**config.mk**
```make
export PLATFORM = sky130hd
export DESIGN_NAME = pgalloc_ram
export DESIGN_NICKNAME = d
export VERILOG_FILES = /design/src/pgalloc_ram.sv
export SDC_FILE = /design/constraint.sdc
export NUM_CORES = 2
export LEC_CHECK = 0
export ABC_CLOCK_PERIOD_IN_PS = 6900
export BUFFER_PORTS_ARGS = -buffer_cell sky130_fd_sc_hd__clkbuf_2
export CORE_MARGIN = 4
export CORE_UTILIZATION = 55
export CTS_CLUSTER_DIAMETER = 30
export DETAILED_ROUTE_END_ITERATION = 8
export PLACE_DENSITY = 0.79
export REMOVE_ABC_BUFFERS = 1
export SYNTH_ARGS = -nofsm -noshare
export SYNTH_HDL_FRONTEND = slang
export SYNTH_SLANG_ARGS = --single-unit
```
**constraint.sdc**
```tcl
create_clock -name clk -period 6.9 [get_ports clk]
set_input_delay 1.035 -clock clk [delete_from_list [all_inputs] [get_ports clk]]
set_output_delay 1.035 -clock clk [all_outputs]
set_load 0.005 [all_outputs]
```
**src/pgalloc_ram.sv**
```systemverilog
`timescale 1ns / 1ps

module pgalloc_ram #(
    parameter int WIDTH = 8,
    parameter int DEPTH = 256
) (
    input  logic                                     clk,
    input  logic                                     we,
    input  logic [((DEPTH > 1) ? $clog2(DEPTH) : 1)-1:0] waddr,
    input  logic [WIDTH-1:0]                         wdata,
    input  logic                                     re,
    input  logic [((DEPTH > 1) ? $clog2(DEPTH) : 1)-1:0] raddr,
    output logic [WIDTH-1:0]                         rdata
);

    logic [WIDTH-1:0] mem [DEPTH];

    always_ff @(posedge clk)
    begin
        if (we)
        begin
            mem[waddr] <= wdata;
        end
        if (re)
        begin
            rdata <= mem[raddr];
        end
    end

endmodule

```
==> flow_metrics.tcl <==
set metrics [dict create \
    grt_usage_pct 28.7 \
    hold_violations 0 \
    syn_inst 3733 \
    pwr-share-clk_pct 53.1 \
    cpMaxStageDelayCell "buf_2" \
    cts_root_buf "clkbuf_16" \
    grt_overflow 0 \
    p_per_area_nw_per_um2 345 \
    grt_max_degree 158 \
    register_area_um2 61700 \
    outcome "complete, but fails checks" \
    htreeDepth 5 \
    synth_ff_type "edfxtp_1" \
    die_h_um 389 \
    post-route-drc-count 0 \
    critical_path_required_ns 7.59 \
    die_x_um 389 \
    firstDrtPassIters 9 \
    critPathKind "input port to flip-flop" \
    dr.first_iter.drc_count 7740 \
    layout_common_cells "edfxtp_1, mux4_2, clkbuf_16, nor2_1, mux2i_1" \
    setup_violations 0 \
    max_cap_violations 1 \
    dieArea_um2 151000 \
    crit_path_frequent_cell "a21oi_1" \
    rr_worst_depth 5 \
    hold_path_class "input port to flip-flop" \
    post_drt_wl_per_cell_um 35.1 \
    drtAntennaViolNets 0 \
    period_minus_slack_ns 4.24 \
    cp-start-kind "input port" \
    synth_area_um2 79600 \
    initial_core_util_pct 55.4 \
    cts_made_buffers 347 \
    crit_arrival_ns 4.93 \
    critPathCaptureType "flip-flop" \
    async_flop_share_pct 0 \
    fin_setup_tns_ns 0 \
    fmax_ghz 0.236 \
    multiInputGateArea_um2 16500 \
    fin_util_pct 64.8 \
    cts_tree "built" \
    cts_hold_buf 0 \
    skew_ns 0.0565 \
    areaGrowthSynthToFinish_pct 16.8 \
    grt_pass1_vias 43856 \
    p_sw_mw 7.02 \
    antenna_found_initial 10 \
    swShare_pct 21.9 \
    hold_depth 1 \
    clk_latency_ns 0.92 \
    final_common_cell "edfxtp_1" \
    clock_sinks 2056 \
    ys_seq_area_share_pct 77.5 \
    drive_gt1_share_pct 26.9 \
    layout.nets 3984 \
    slew_violations 1 \
    postCtsSetupBuffers 0 \
    postSynthAreaPerCell_um2 21.3 \
    vias_per_cell 6.92 \
    fin_crit_sh_pct 61.5 \
    vdd_drop_max_mv 0.276 \
    cts_resized 0 \
    fill_cells 8589 \
    core_area_um2 144000 \
    ys_ff_latch 2056 \
    vias 42415 \
    violations "max-capacitance violations, max-slew violations" \
    top_level_ports 35 \
    synth_edf_count 2056 \
    hpwl_mm 112 \
    synth_cell_types 54 \
    tightest_slew_ns 1.50 \
    relSlewSlack_pct -0.752 \
    synth-warning-count 0 \
    rsz0062_at_grt "false" \
    critPathMaxFanout 30 \
    crit_chain "buf_2 > buf_4 > nand3b_1 > o221ai_1 > a21oi_1 > a21oi_1 > nor3_1 > nor4_1" \
    io_buffer_count 34 \
    cellLeakagePower_nw 29.4 \
    slowest_delay_ns 0.73 \
    routabilityCongestion 0.884 \
    combinationalPowerShare_pct 3.8 \
    fp-row-count 139 \
    path_clk_slew_ns 0.06 \
    finalPower_mw 32.1 \
    seq_power_share_pct 43.1 \
    internal-power_mw 25.1 \
    drt-total-wl_mm 215 \
    cts_max_path_buffers 4 \
    grt_pass1_wl_mm 313 \
]
==> metrics by stage <==
stage	std cells	cell area, µm²	hold WS [ns]	setup WS [ns]
after global placement	5511	81500	1.02	2.14
after floorplan	3500	78200	0.857	3.37
after global routing	6125	93000	0.668	2.66
after detailed placement	5511	81500	1.10	2.06
final	6131	93000	0.722	2.66
after CTS	6125	93000	0.644	2.89
==> registers in the layout, summed over array words and instances, names as in the netlist <==
signal and cells:
rdata 8, mem 2048
==> routing by layer <==
layer / track usage (%) / part of all wire (%)
met1: 37.1 / 33
met2: 45.7 / 49
met3: 8.07 / 13
met4: 13.3 / 5.4
met5: 0 / 0.020
==> Yosys cell counts (all sizes together) (6+ instances only) <==
cell	number	share of area, %
a211oi	16	0.15
a21oi	96	0.60
a221oi	14	0.16
a22o	8	0.088
a22oi	133	1.3
and2	6	0.047
buf	122	1.3
clkbuf	111	0.52
edfxtp	2056	78
mux2i	134	1.7
mux4	456	13
nand2	33	0.16
nand2b	8	0.063
nand3	34	0.21
nand4	10	0.079
nor2	282	1.3
nor2b	31	0.24
nor3	22	0.14
nor4	27	0.24
o211ai	10	0.094
o21ai	12	0.075
o221ai	47	0.52
o22ai	28	0.22
==> power by group through the flow <==
| stage | Clock, mW | Sequential [mW] | Combinational (mW) |
|---|---|---|---|
| floorplan | 0 | 14.0 | 0.483 |
| global placement | 0 | 14.1 | 1.14 |
| detailed placement | 0 | 14.1 | 1.16 |
| CTS | 17.1 | 13.8 | 1.20 |
| global route | 17.7 | 13.8 | 1.27 |
| finish | 17.0 | 13.8 | 1.23 |
==> critical path: cells and delay by family <==
kind	cells	cell delay, ns
buffers and inverters	2	1.29
AO/OA/AOI/OAI	3	1.27
AND/OR/NAND/NOR	3	1.28
==> area by class of cell <==
type / count / share of cell area [%]
diodes: 6 / 0.0161
clock buffers: 374 / 9.54
clock inverters: 240 / 2.79
inverters: 2 / 0.00807
multi-input cells: 1442 / 17.7
flip-flops and latches: 2056 / 66.4
well taps: 1903 / 2.56
repair buffers: 108 / 1.00
==> path summary, 6_finish.rpt <==
check | slack, ns | startpoint | endpoint
min reg2reg | 1.11 | mem[33][5] | rdata[5]
max reg2reg | 3.74 | mem[87][2] | rdata[2]
min | 0.72 | re | rdata[3]
max | 2.66 | raddr[3] | rdata[4]
==> cell families after synthesis <==
logic type | Yosys count | synth area share [%]
muxes | 591 | 14.6
AOI/OAI and AO/OA | 385 | 3.42
buffers and inverters | 235 | 1.83
DFF | 2056 | 77.5
and+or+nand+nor | 466 | 2.63
Power figures use the tool's default switching activity.
