## src/pgalloc_pkg.sv

```systemverilog
`timescale 1ns / 1ps

package pgalloc_pkg;

    localparam int ADDR_W     = 40;
    localparam int CMD_W      = 2;
    localparam int STAT_W     = 2;
    localparam int CNT_OUT_W  = 8;
    localparam int FREE_W     = 16;
    localparam int PADDR_W    = 5;
    localparam int PDATA_W    = 64;

    localparam int NUM_PAGES_DEF  = 32768;
    localparam int PAGE_SHIFT_DEF = 12;
    localparam int COUNT_BITS_DEF = 8;

    localparam logic [ADDR_W-1:0] BASE_RST  = 40'h00_8000_0000;
    localparam logic [ADDR_W-1:0] FIRST_RST = 40'h00_8000_0000;
    localparam logic [ADDR_W-1:0] TOP_RST   = 40'h00_8800_0000;

    typedef enum logic [CMD_W-1:0] {
        CMD_ALLOC  = 2'd0,
        CMD_FREE   = 2'd1,
        CMD_ADDREF = 2'd2,
        CMD_READ   = 2'd3
    } cmd_t;

    typedef enum logic [STAT_W-1:0] {
        STAT_OK      = 2'd0,
        STAT_EMPTY   = 2'd1,
        STAT_BADADDR = 2'd2,
        STAT_NOTPOS  = 2'd3
    } stat_t;

    typedef enum logic [1:0] {
        REG_BASE  = 2'd0,
        REG_FIRST = 2'd1,
        REG_TOP   = 2'd2
    } reg_idx_t;

    typedef enum logic [3:0] {
        SEQ_CLEAR,
        SEQ_IDLE,
        SEQ_POP,
        SEQ_POP_WAIT,
        SEQ_ADDR,
        SEQ_CHK_BASE,
        SEQ_CHK_TOP,
        SEQ_CHK_FIRST,
        SEQ_UPDATE,
        SEQ_DONE
    } seq_state_t;

    typedef struct packed {
        logic [ADDR_W-1:0] region_base;
        logic [ADDR_W-1:0] first_usable;
        logic [ADDR_W-1:0] region_top;
    } cfg_t;

endpackage

```

## src/pgalloc_cfg.sv

```systemverilog
`timescale 1ns / 1ps

module pgalloc_cfg (
    input  logic                            clk,
    input  logic                            rst_n,
    input  logic                            psel,
    input  logic                            penable,
    input  logic                            pwrite,
    input  logic [pgalloc_pkg::PADDR_W-1:0] paddr,
    input  logic [pgalloc_pkg::PDATA_W-1:0] pwdata,
    output logic [pgalloc_pkg::PDATA_W-1:0] prdata,
    output logic                            pready,
    output pgalloc_pkg::cfg_t               cfg
);

    import pgalloc_pkg::*;

    cfg_t     cfg_reg;
    cfg_t     cfg_next;
    reg_idx_t idx;
    logic     wr_en;

    assign idx    = reg_idx_t'(paddr[4:3]);
    assign pready = 1'b1;
    assign wr_en  = psel & penable & pwrite & pready;
    assign cfg    = cfg_reg;

    always_comb
    begin
        cfg_next = cfg_reg;
        if (wr_en)
        begin
            unique case (idx)
                REG_BASE:  cfg_next.region_base  = pwdata[ADDR_W-1:0];
                REG_FIRST: cfg_next.first_usable = pwdata[ADDR_W-1:0];
                REG_TOP:   cfg_next.region_top   = pwdata[ADDR_W-1:0];
                default:   cfg_next = cfg_reg;
            endcase
        end
    end

    always_comb
    begin
        unique case (idx)
            REG_BASE:  prdata = PDATA_W'(cfg_reg.region_base);
            REG_FIRST: prdata = PDATA_W'(cfg_reg.first_usable);
            REG_TOP:   prdata = PDATA_W'(cfg_reg.region_top);
            default:   prdata = '0;
        endcase
    end

    always_ff @(posedge clk or negedge rst_n)
    begin
        if (!rst_n)
        begin
            cfg_reg.region_base  <= BASE_RST;
            cfg_reg.first_usable <= FIRST_RST;
            cfg_reg.region_top   <= TOP_RST;
        end
        else
        begin
            cfg_reg <= cfg_next;
        end
    end

endmodule

```

## config.mk

```make
export PLATFORM = sky130hd
export DESIGN_NAME = pgalloc_cfg
export DESIGN_NICKNAME = d
export VERILOG_FILES = /design/src/pgalloc_pkg.sv /design/src/pgalloc_cfg.sv
export SDC_FILE = /design/constraint.sdc
export NUM_CORES = 1
export LEC_CHECK = 0
export ABC_CLOCK_PERIOD_IN_PS = 2300
export BUFFER_PORTS_ARGS = -buffer_cell sky130_fd_sc_hd__buf_2
export CAP_MARGIN = 20
export CELL_PAD_IN_SITES_DETAIL_PLACEMENT = 1
export CELL_PAD_IN_SITES_GLOBAL_PLACEMENT = 1
export CORE_ASPECT_RATIO = 0.75
export CORE_UTILIZATION = 39
export DETAILED_ROUTE_END_ITERATION = 16
export GPL_ROUTABILITY_DRIVEN = 0
export MAX_ROUTING_LAYER = met4
export PLACE_DENSITY_LB_ADDON = 0.08
export SETUP_SLACK_MARGIN = 0.02
export SYNTH_ARGS = -nofsm -noshare
export SYNTH_HDL_FRONTEND = slang
export SYNTH_SLANG_ARGS = --single-unit
```

## constraint.sdc

```tcl
create_clock -name clk -period 2.3 [get_ports clk]
set_clock_uncertainty 0.1 [all_clocks]
set_input_delay 0.46 -clock clk [delete_from_list [all_inputs] [get_ports clk]]
set_output_delay 0.46 -clock clk [all_outputs]
set_load 0.02 [all_outputs]
```

==> results.json <==
{
  "drc": 0,
  "synth-compound-area-share_pct": 3.554,
  "antenna_found_initial": 0,
  "overflow": 0,
  "yosysWarnings": 0,
  "synthesis.area_mm2": 0.005633,
  "synth_area_per_cell_um2": 13.48,
  "grt_max_degree": 55,
  "run_status": "finished clean",
  "cts.sinks": 120,
  "fmax_mhz": 484.8,
  "wire_per_inst_um": 18.60,
  "end_kind": "primary output",
  "ys_seq_area_share_pct": 53.40,
  "dr.pass1.iters": 6,
  "wirelength_um": 15270,
  "synth_xor_area_share_pct": 0,
  "holdCritPathClass": "input port to register",
  "insertion_delay_ns": 0.40,
  "dr.first_iter.drc_count": 139,
  "synth-simple-area-share_pct": 3.243,
  "grt_pass1_wl_um": 24280,
  "postRouteAntennaNets": 0,
  "netlist_instances": 418,
  "die_h_um": 106.1,
  "period_share_pct": 89.68,
  "route.met3.wl_um": 1102,
  "slowest_stage": "buf_4",
  "rsz0062_at_grt": "false",
  "finalCriticalPeriod_ns": 2.063,
  "wl_met1_um": 6856,
  "hold_viol_final": 0,
  "final_util_pct": 53.41,
  "cts_tree": "done",
  "crit_required_ns": 1.74,
  "vias_per_cell": 4.989,
  "hold_ws_ns": 0.2149,
  "finalSetupViolations": 0,
  "cts.path.max_buffers": 2,
  "top_layer": "met4",
  "start_util_pct": 40.56,
  "grt_pass1_vias": 4256,
  "hold_buffers": 1,
  "clk_pin_slew_ns": 0.06,
  "synth-adder-area-share_pct": 0,
  "die-area_mm2": 0.01493,
  "synthMuxAreaShare_pct": 33.76,
  "fillers": 1476,
  "crit_top_cell": "buf_2",
  "power_leakage_nw": 3.884,
  "post_cts_buffers": 0,
  "htree_levels": 4,
  "synth_top_family_by_area": "multiplexers",
  "io_buffers": 206,
  "core_mm2": 0.01389,
  "fin_nets": 708,
  "largest_register_ffs": 120,
  "start_kind": "input port",
  "path_cells": "buf_2 > nor2b_4 > buf_4 > nand2_1 > o21ai_0 > buf_2",
  "final_common_cell": "buf_2",
  "grtUsageTotal_pct": 22.10,
  "drive_above_1_share_pct": 58.36,
  "power_density_mw_per_mm2": 1099,
  "clockRootBuffer": "clkbuf_16",
  "slew_viol_final": 0,
  "synth_seq_cells": 120,
  "cts_resized": 0,
  "yosysUniqueCellTypes": 18,
  "critical-path-max-stage-delay_ns": 0.29,
  "cts_made_buffers": 17,
  "die-width_um": 140.8,
  "finalSetupTns_ns": 0,
  "worstPathMaxFanout": 21,
  "finalPower_mw": 8.155,
  "mostFrequentLayoutCells": "buf_2 (205), dfrtp_1 (116), mux2_2 (77)",
  "vias": 4096,
  "arrival_ns": 1.50,
  "hpwl_um": 10880,
  "met2RoutedLength_um": 7177,
  "ioPinCount": 259,
  "drv_cap": 0,
  "vdd_drop_max_mv": 0.6270,
  "antenna_cells": 0,
  "path_class": "input port to primary output",
  "std_cell_rows": 37,
  "area_growth_syn_to_layout_pct": 31.67
}
==> synthesized netlist by cell type <==
cell / instances / area share [%]
buf_2: 14 / 1.2
o21ai_0: 40 / 3.6
buf_4: 25 / 3.3
dfrtp_1: 116 / 52
clkbuf_1: 8 / 0.53
nor2b_1: 1 / 0.11
dfstp_2: 4 / 1.9
nor3b_1: 1 / 0.13
mux2_1: 3 / 0.60
mux2_2: 77 / 15
nand3_1: 1 / 0.089
nor3_1: 1 / 0.089
mux2_4: 40 / 11
conb_1: 2 / 0.13
buf_6: 4 / 0.80
or3b_1: 1 / 0.16
nand2_1: 40 / 2.7
mux2i_1: 40 / 7.1
==> power breakdown <==
| group | internal [mW] | switching, mW |
|---|---|---|
| clock network | 1.75 | 0.895 |
| registers | 2.62 | 0.405 |
| logic | 1.03 | 1.46 |
==> through the flow <==
| step | cells | area (um^2) | worst slack, ns |
|---|---|---|---|
| finish | 821 | 7417 | 0.2374 |
| global route | 821 | 7417 | 0.1750 |
| CTS | 821 | 7417 | 0.2337 |
| detailed placement | 789 | 6819 | 0.2420 |
| global placement | 789 | 6819 | 0.2606 |
| floorplan | 441 | 5719 | 0.3004 |
==> worst max-delay path: cells and delay by family <==
| family | cells | cell delay, ns |
|---|---|---|
| AO/OA/AOI/OAI | 1 | 0.12 |
| buffers and inverters | 3 | 0.66 |
| AND/OR/NAND/NOR | 2 | 0.24 |
==> cell type report <==
cell class	count	area, um^2	share of cell area, %
clock buffer	22	464.2	6.258
clock inverter	9	123.9	1.670
multi-input combinational	270	2399	32.34
sequential	120	3008	40.55
tap	175	219.0	2.952
timing repair buffer	225	1204	16.23
==> metal layers <==
metal | vias to the layer above | track usage [%]
li1 | 1842 | -
met2 | 151 | 33.12
met1 | 2091 | 28.83
met5 | - | -
met3 | 12 | 6.712
met4 | 0 | 6.677
==> logic make-up after synthesis <==
family	count (synthesis)
DFF	120
other	2
buffers and inverters	51
and+or+nand+nor	45
muxes	160
AOI/OAI and AO/OA	40
==> path summary, 6_finish.rpt <==
path	start	endpoint	slack [ns]	cells past startpoint
worst min register to register	cfg[35]$_DFFE_PN0P_	cfg[35]$_DFFE_PN0P_	0.43	1
worst min-delay path	pwdata[22]	cfg[62]$_DFFE_PN0P_	0.21	2
max in group asynchronous	rst_n	cfg[27]$_DFFE_PN1P_	0.99	3
worst max register to register	cfg[0]$_DFFE_PN0P_	cfg[0]$_DFFE_PN0P_	1.38	1
min in group asynchronous	rst_n	cfg[75]$_DFFE_PN0P_	0.43	2
worst max-delay path	paddr[4]	prdata[38]	0.24	6
Note: power is estimated with default switching activity, not from simulation.
