**src/pgalloc_pkg.sv**
```systemverilog
`timescale 1ns / 1ps

package pgalloc_pkg;

    localparam int ADDR_W     = 40;
    localparam int CMD_W      = 2;
    localparam int STAT_W     = 2;
    localparam int CNT_OUT_W  = 8;
    localparam int FREE_W     = 16;
    localparam int PADDR_W    = 5;
    localparam int PDATA_W    = 64;

    localparam int NUM_PAGES_DEF  = 32768;
    localparam int PAGE_SHIFT_DEF = 12;
    localparam int COUNT_BITS_DEF = 8;

    localparam logic [ADDR_W-1:0] BASE_RST  = 40'h00_8000_0000;
    localparam logic [ADDR_W-1:0] FIRST_RST = 40'h00_8000_0000;
    localparam logic [ADDR_W-1:0] TOP_RST   = 40'h00_8800_0000;

    typedef enum logic [CMD_W-1:0] {
        CMD_ALLOC  = 2'd0,
        CMD_FREE   = 2'd1,
        CMD_ADDREF = 2'd2,
        CMD_READ   = 2'd3
    } cmd_t;

    typedef enum logic [STAT_W-1:0] {
        STAT_OK      = 2'd0,
        STAT_EMPTY   = 2'd1,
        STAT_BADADDR = 2'd2,
        STAT_NOTPOS  = 2'd3
    } stat_t;

    typedef enum logic [1:0] {
        REG_BASE  = 2'd0,
        REG_FIRST = 2'd1,
        REG_TOP   = 2'd2
    } reg_idx_t;

    typedef enum logic [3:0] {
        SEQ_CLEAR,
        SEQ_IDLE,
        SEQ_POP,
        SEQ_POP_WAIT,
        SEQ_ADDR,
        SEQ_CHK_BASE,
        SEQ_CHK_TOP,
        SEQ_CHK_FIRST,
        SEQ_UPDATE,
        SEQ_DONE
    } seq_state_t;

    typedef struct packed {
        logic [ADDR_W-1:0] region_base;
        logic [ADDR_W-1:0] first_usable;
        logic [ADDR_W-1:0] region_top;
    } cfg_t;

endpackage

```
**src/pgalloc_alu.sv**
```systemverilog
`timescale 1ns / 1ps

module pgalloc_alu (
    input  logic [pgalloc_pkg::ADDR_W-1:0] a,
    input  logic [pgalloc_pkg::ADDR_W-1:0] b,
    input  logic                           sub,
    output logic [pgalloc_pkg::ADDR_W-1:0] sum,
    output logic                           borrow
);

    import pgalloc_pkg::*;

    logic [ADDR_W:0] full;

    // A subtraction adds the inverted operand plus one; the carry out is set when a >= b.
    assign full   = {1'b0, a} + {1'b0, b ^ {ADDR_W{sub}}} + {{ADDR_W{1'b0}}, sub};
    assign sum    = full[ADDR_W-1:0];
    assign borrow = sub & ~full[ADDR_W];

endmodule

```
**config.mk**
```make
export PLATFORM = sky130hd
export DESIGN_NAME = pgalloc_alu
export DESIGN_NICKNAME = d
export VERILOG_FILES = /design/src/pgalloc_pkg.sv /design/src/pgalloc_alu.sv
export SDC_FILE = /design/constraint.sdc
export NUM_CORES = 1
export LEC_CHECK = 0
export ABC_AREA = 0
export ABC_CLOCK_PERIOD_IN_PS = 4700
export BUFFER_PORTS_ARGS = -buffer_cell sky130_fd_sc_hd__buf_2
export CORE_MARGIN = 4
export CORE_UTILIZATION = 40
export DETAILED_ROUTE_END_ITERATION = 10
export PLACE_DENSITY = 0.77
export SLEW_MARGIN = 20
export SYNTH_ARGS = -nofsm -noshare
export SYNTH_HDL_FRONTEND = slang
export SYNTH_SLANG_ARGS = --single-unit
```
**constraint.sdc**
```tcl
create_clock -name vclk -period 4.7
set_input_delay 0.235 -clock vclk [all_inputs]
set_output_delay 0.235 -clock vclk [all_outputs]
set_load 0.02 [all_outputs]
```
==> results.toml, run 1 <==
[global_routing]
grt_pass1_wl_microns = 13430
grt_pass1_vias = 3053
grt_max_degree = 29
overflow = 0
grt_usage = 0.1859
antenna_found_initial = 0

[yosys]
yosys.area.top_type = "ha_1"
yosysMostFrequentCell = "xor2_1"
netlist_top_cells_count = "xor2_1 (55), a21oi_1 (45), ha_1 (41)"
syn_area_sq_um = 2689
yosysWarnings = 0
synthTopCellsByArea = "ha_1 (19%), xor2_1 (18%), a21oi_1 (8.4%), xnor2_1 (6.8%), nand2_1 (5.2%)"
avgSynthCellArea_sq_um = 6.912
yosys.cell_types.count = 50
synth_fp_nets = 512
ys_seq_area_frac = 0
synth_top_area_frac = 0.1908
syn_inst = 389

[die]
die_w_microns = 89.99
pin_count = 122
die_height_microns = 89.99
start_util = 0.4187
fp.dieArea_sq_um = 8098
coreArea_sq_um = 6422
rows = 29

[sta]
finalSetupTns_ns = 0
hold_violations = 0
slew_headroom = 0.7051
period_share = 0.7497
tightest_slew_ns = 0.4424
finalSetupViolCount = 0
fin_crit_ns = 3.524
max_freq_ghz = 0.2838
rsz0062_at_grt = "false"
drv_slew = 0

[layout]
syn2layout_area_growth_pct = 23.82
fin_area_sq_um = 3329
n_antenna_cell = 0
numSequentialCells = 0
clkbuf_count = 0
drive_gt1_frac = 0.2794
final-seq-area_sq_um = 0
final_nets = 619

[critical_path]
crit_path_max_fanout = 28
worst_ep_required_time_ns = 4.47
crit_type = "in2out"
cp-start-kind = "primary input"
worstSetupEndpointType = "primary output"
startpoint = "sub"
arrival_ns = 3.29

[drt]
postRouteAntennaNets = 0
first_iter_violations = 163
vias = 3171
routed_wl_microns = 8142
viasPerCell = 5.553
drc = 0
firstDrtPassIters = 5
routedWlPerCell_microns = 14.26

[min_path]
worstHoldStart = "a[0]"
hold_path_class = "in2out"

[power]
power_leakage_uw = 0.001641
p_per_area_nw_per_um2 = 258.0
total_power_uw = 859.1
ir_worst_vdd_uv = 147.0

[clock_network]
ctsResizeCount = 0
postCtsSetupBuffers = 0
hold_buffers = 0

[placed_design]
place_area_sq_um = 3329
io_buffers = 122
dp_hpwl_microns = 6975
gp_congestion = 0.9606

[status]
status = "finished, final reports clean"

[flow_run]
cap_violations = 0
==> metrics by stage <==
step	setup WS, ns	util	instances	hold slack (ns)
global placement	1.286	0.5184	571	0.7789
floorplan	1.241	-	389	0.5943
detailed placement	1.175	0.5184	571	0.7890
finish	1.176	0.5184	571	0.7872
CTS	1.179	0.5184	571	0.7895
global route	0.9014	0.5184	571	0.8114
==> worst max-delay path: stages <==
cell and delay (ns):
buf_2 0.33, buf_4 0.48, xor2_1 0.14, ha_1 0.41, nand2_1 0.13, or3_1 0.40, o21ai_2 0.20, a21oi_2 0.11
o31a_4 0.32, a311oi_1 0.30, buf_2 0.22
==> cell type report <==
class / instances / area (sq um)
inverter: 11 / 41.29
fill: 652 / 3093
timing repair buffer: 123 / 618.1
tap: 77 / 96.34
multi-input combinational: 360 / 2574
==> routing by layer <==
metal,global-route usage,wire (microns)
met5,0,0
met1,0.2422,3633
met4,0.03189,138
met2,0.3308,3887
met3,0.02421,482
==> final timing paths <==
kind / cells past startpoint / to / slack [ns]
setup / recovery: 11 / sum[33] / 1.18
hold / removal: 3 / sum[0] / 0.79
==> cell families after synthesis <==
logic type / after synthesis / share of synthesized area
adder cells (fa/ha/maj): 42 / 0.1982
multiplexers: 1 / 0.005117
buffers and inverters: 29 / 0.04281
AO/OA/AOI/OAI: 136 / 0.3281
XOR/XNOR: 76 / 0.2476
AND/OR/NAND/NOR: 105 / 0.1782
==> where the power goes <==
part / internal (uW) / switching, uW / total (uW)
clock: 0 / 0 / 0
sequential: 0 / 0 / 0
combinational: 324 / 535 / 859
==> layout by cell type (no fill, tap or decap), types with 13 or more instances in the layout <==
cell type,count
a21oi_1,45
ha_1,41
nand2_1,37
o21ai_1,13
xor2_1,55
nor2_1,29
xnor2_1,21
buf_2,122
o21ai_0,22
Power figures use the tool's default switching activity.
==> inputs of run 2 (changes only) <==
- ABC_CLOCK_PERIOD_IN_PS: 4700 -> 3200
- PLACE_DENSITY: 0.77 -> 0.8
- clock period: 4.7 -> 3.2 ns (I/O delays scaled with it)
==> results.toml, run 2 (same netlist as run 1, synthesis figures left out) <==
[critical_path]
worstSetupEndpointType = "primary output"
slowest_stage = "fa_1"
crit_path_max_fanout = 7
worstPathCellList = "buf_2, xor2_1, inv_1, fa_1, nor2b_1, o2111ai_1, a21oi_2, nor2_1, o21a_1, o21ai_1, a21oi_1, xnor2_1, buf_2"
worst_ep_required_time_ns = 3.04
cp-start-kind = "primary input"
crit_type = "in2out"
slowest_delay_ns = 0.43
arrival_ns = 2.84
path_common_cell = "buf_2"

[min_path]
hold_path_class = "in2out"
holdPathStages = 3

[drt]
routed_wl_microns = 8240
viasPerCell = 5.661
drc = 0
postRouteAntennaNets = 0
firstDrtPassIters = 4
vias = 3261
routedWlPerCell_microns = 14.31
first_iter_violations = 121

[sta]
holdWs_ns = 0.6290
finalSetupViolCount = 0
period_share = 0.9361
slew_headroom = 0.7494
max_freq_ghz = 0.3338
fin_crit_ns = 2.996
rsz0062_at_grt = "true"
hold_violations = 0
tightest_slew_ns = 0.3664
drv_slew = 0

[die]
rows = 29
start_util = 0.4187
coreArea_sq_um = 6422
pin_count = 122
fp.dieArea_sq_um = 8098
die_height_microns = 89.99
die_w_microns = 89.99

[global_routing]
grt_usage = 0.1947
grt_max_degree = 31
grt_pass1_wl_microns = 14240
grt_pass1_vias = 3228
antenna_found_initial = 0
overflow = 0

[clock_network]
ctsResizeCount = 0
hold_buffers = 0
postCtsSetupBuffers = 0

[placed_design]
place_area_sq_um = 3379
dp_hpwl_microns = 7193
io_buffers = 122
gp_congestion = 0.9384
dp_cells = 576

[power]
power_leakage_uw = 0.001667
p_per_area_nw_per_um2 = 377.9
total_power_uw = 1279
ir_worst_vdd_uv = 237.5

[status]
status = "finished, final reports clean"

[layout]
final-seq-area_sq_um = 0
numSequentialCells = 0
drive_gt1_frac = 0.2906
mostFrequentLayoutCells = "buf_2 (122), xor2_1 (55), a21oi_1 (45)"
n_antenna_cell = 0
final_common_cell = "buf_2"
clkbuf_count = 0
multiInputGateArea_sq_um = 2579
fin_cells = 576
fin_area_sq_um = 3385
syn2layout_area_growth_pct = 25.87
finish.utilization = 0.5270
final_nets = 624
n_fill_cell = 659

[flow_run]
cap_violations = 0
-- run 2: per-stage QoR --
step	setup slack (ns)	setup TNS (ns)
3_3_place_gp	0.2398	0
3_5_place_dp	0.2299	0
4_1_cts	0.2229	0
2_1_floorplan	0.04652	0
6_report	0.2044	0
5_1_grt	-0.005269	-0.005269
-- run 2: final timing paths --
| check | endpoint | start | slack [ns] |
|---|---|---|---|
| worst max-delay path | sum[26] | sub | 0.20 |
| worst min-delay path | sum[0] | a[0] | 0.63 |
-- run 2: critical path: cells and delay by family --
kind	cells	cell delay, ns
xor+xnor	2	0.35
fa+ha+maj	1	0.43
compound gates	5	1.13
simple gates	2	0.29
buf+inv	3	0.48
-- run 2: final cells by class --
class | count | share of cell area
Timing Repair Buffer | 128 | 0.1974
Inverter | 11 | 0.01220
Multi-Input combinational cell | 360 | 0.7619
Tap cell | 77 | 0.02847
-- run 2: layer usage --
metal  part of all wire  wire [microns]  global-route usage  vias up
met1               0.42            3489              0.2343     1485
li1                   -               -                   -     1643
met2               0.49            4066              0.3697      120
met4              0.018             146             0.03316        0
met3              0.065             537             0.02671       13
met5                  0               0                   0        -
-- run 2: power by group --
group          leakage [uW]  internal, uW  switching [uW]
logic               0.00167           488             790
clock network             0             0               0
registers                 0             0               0
total               0.00167           488             790
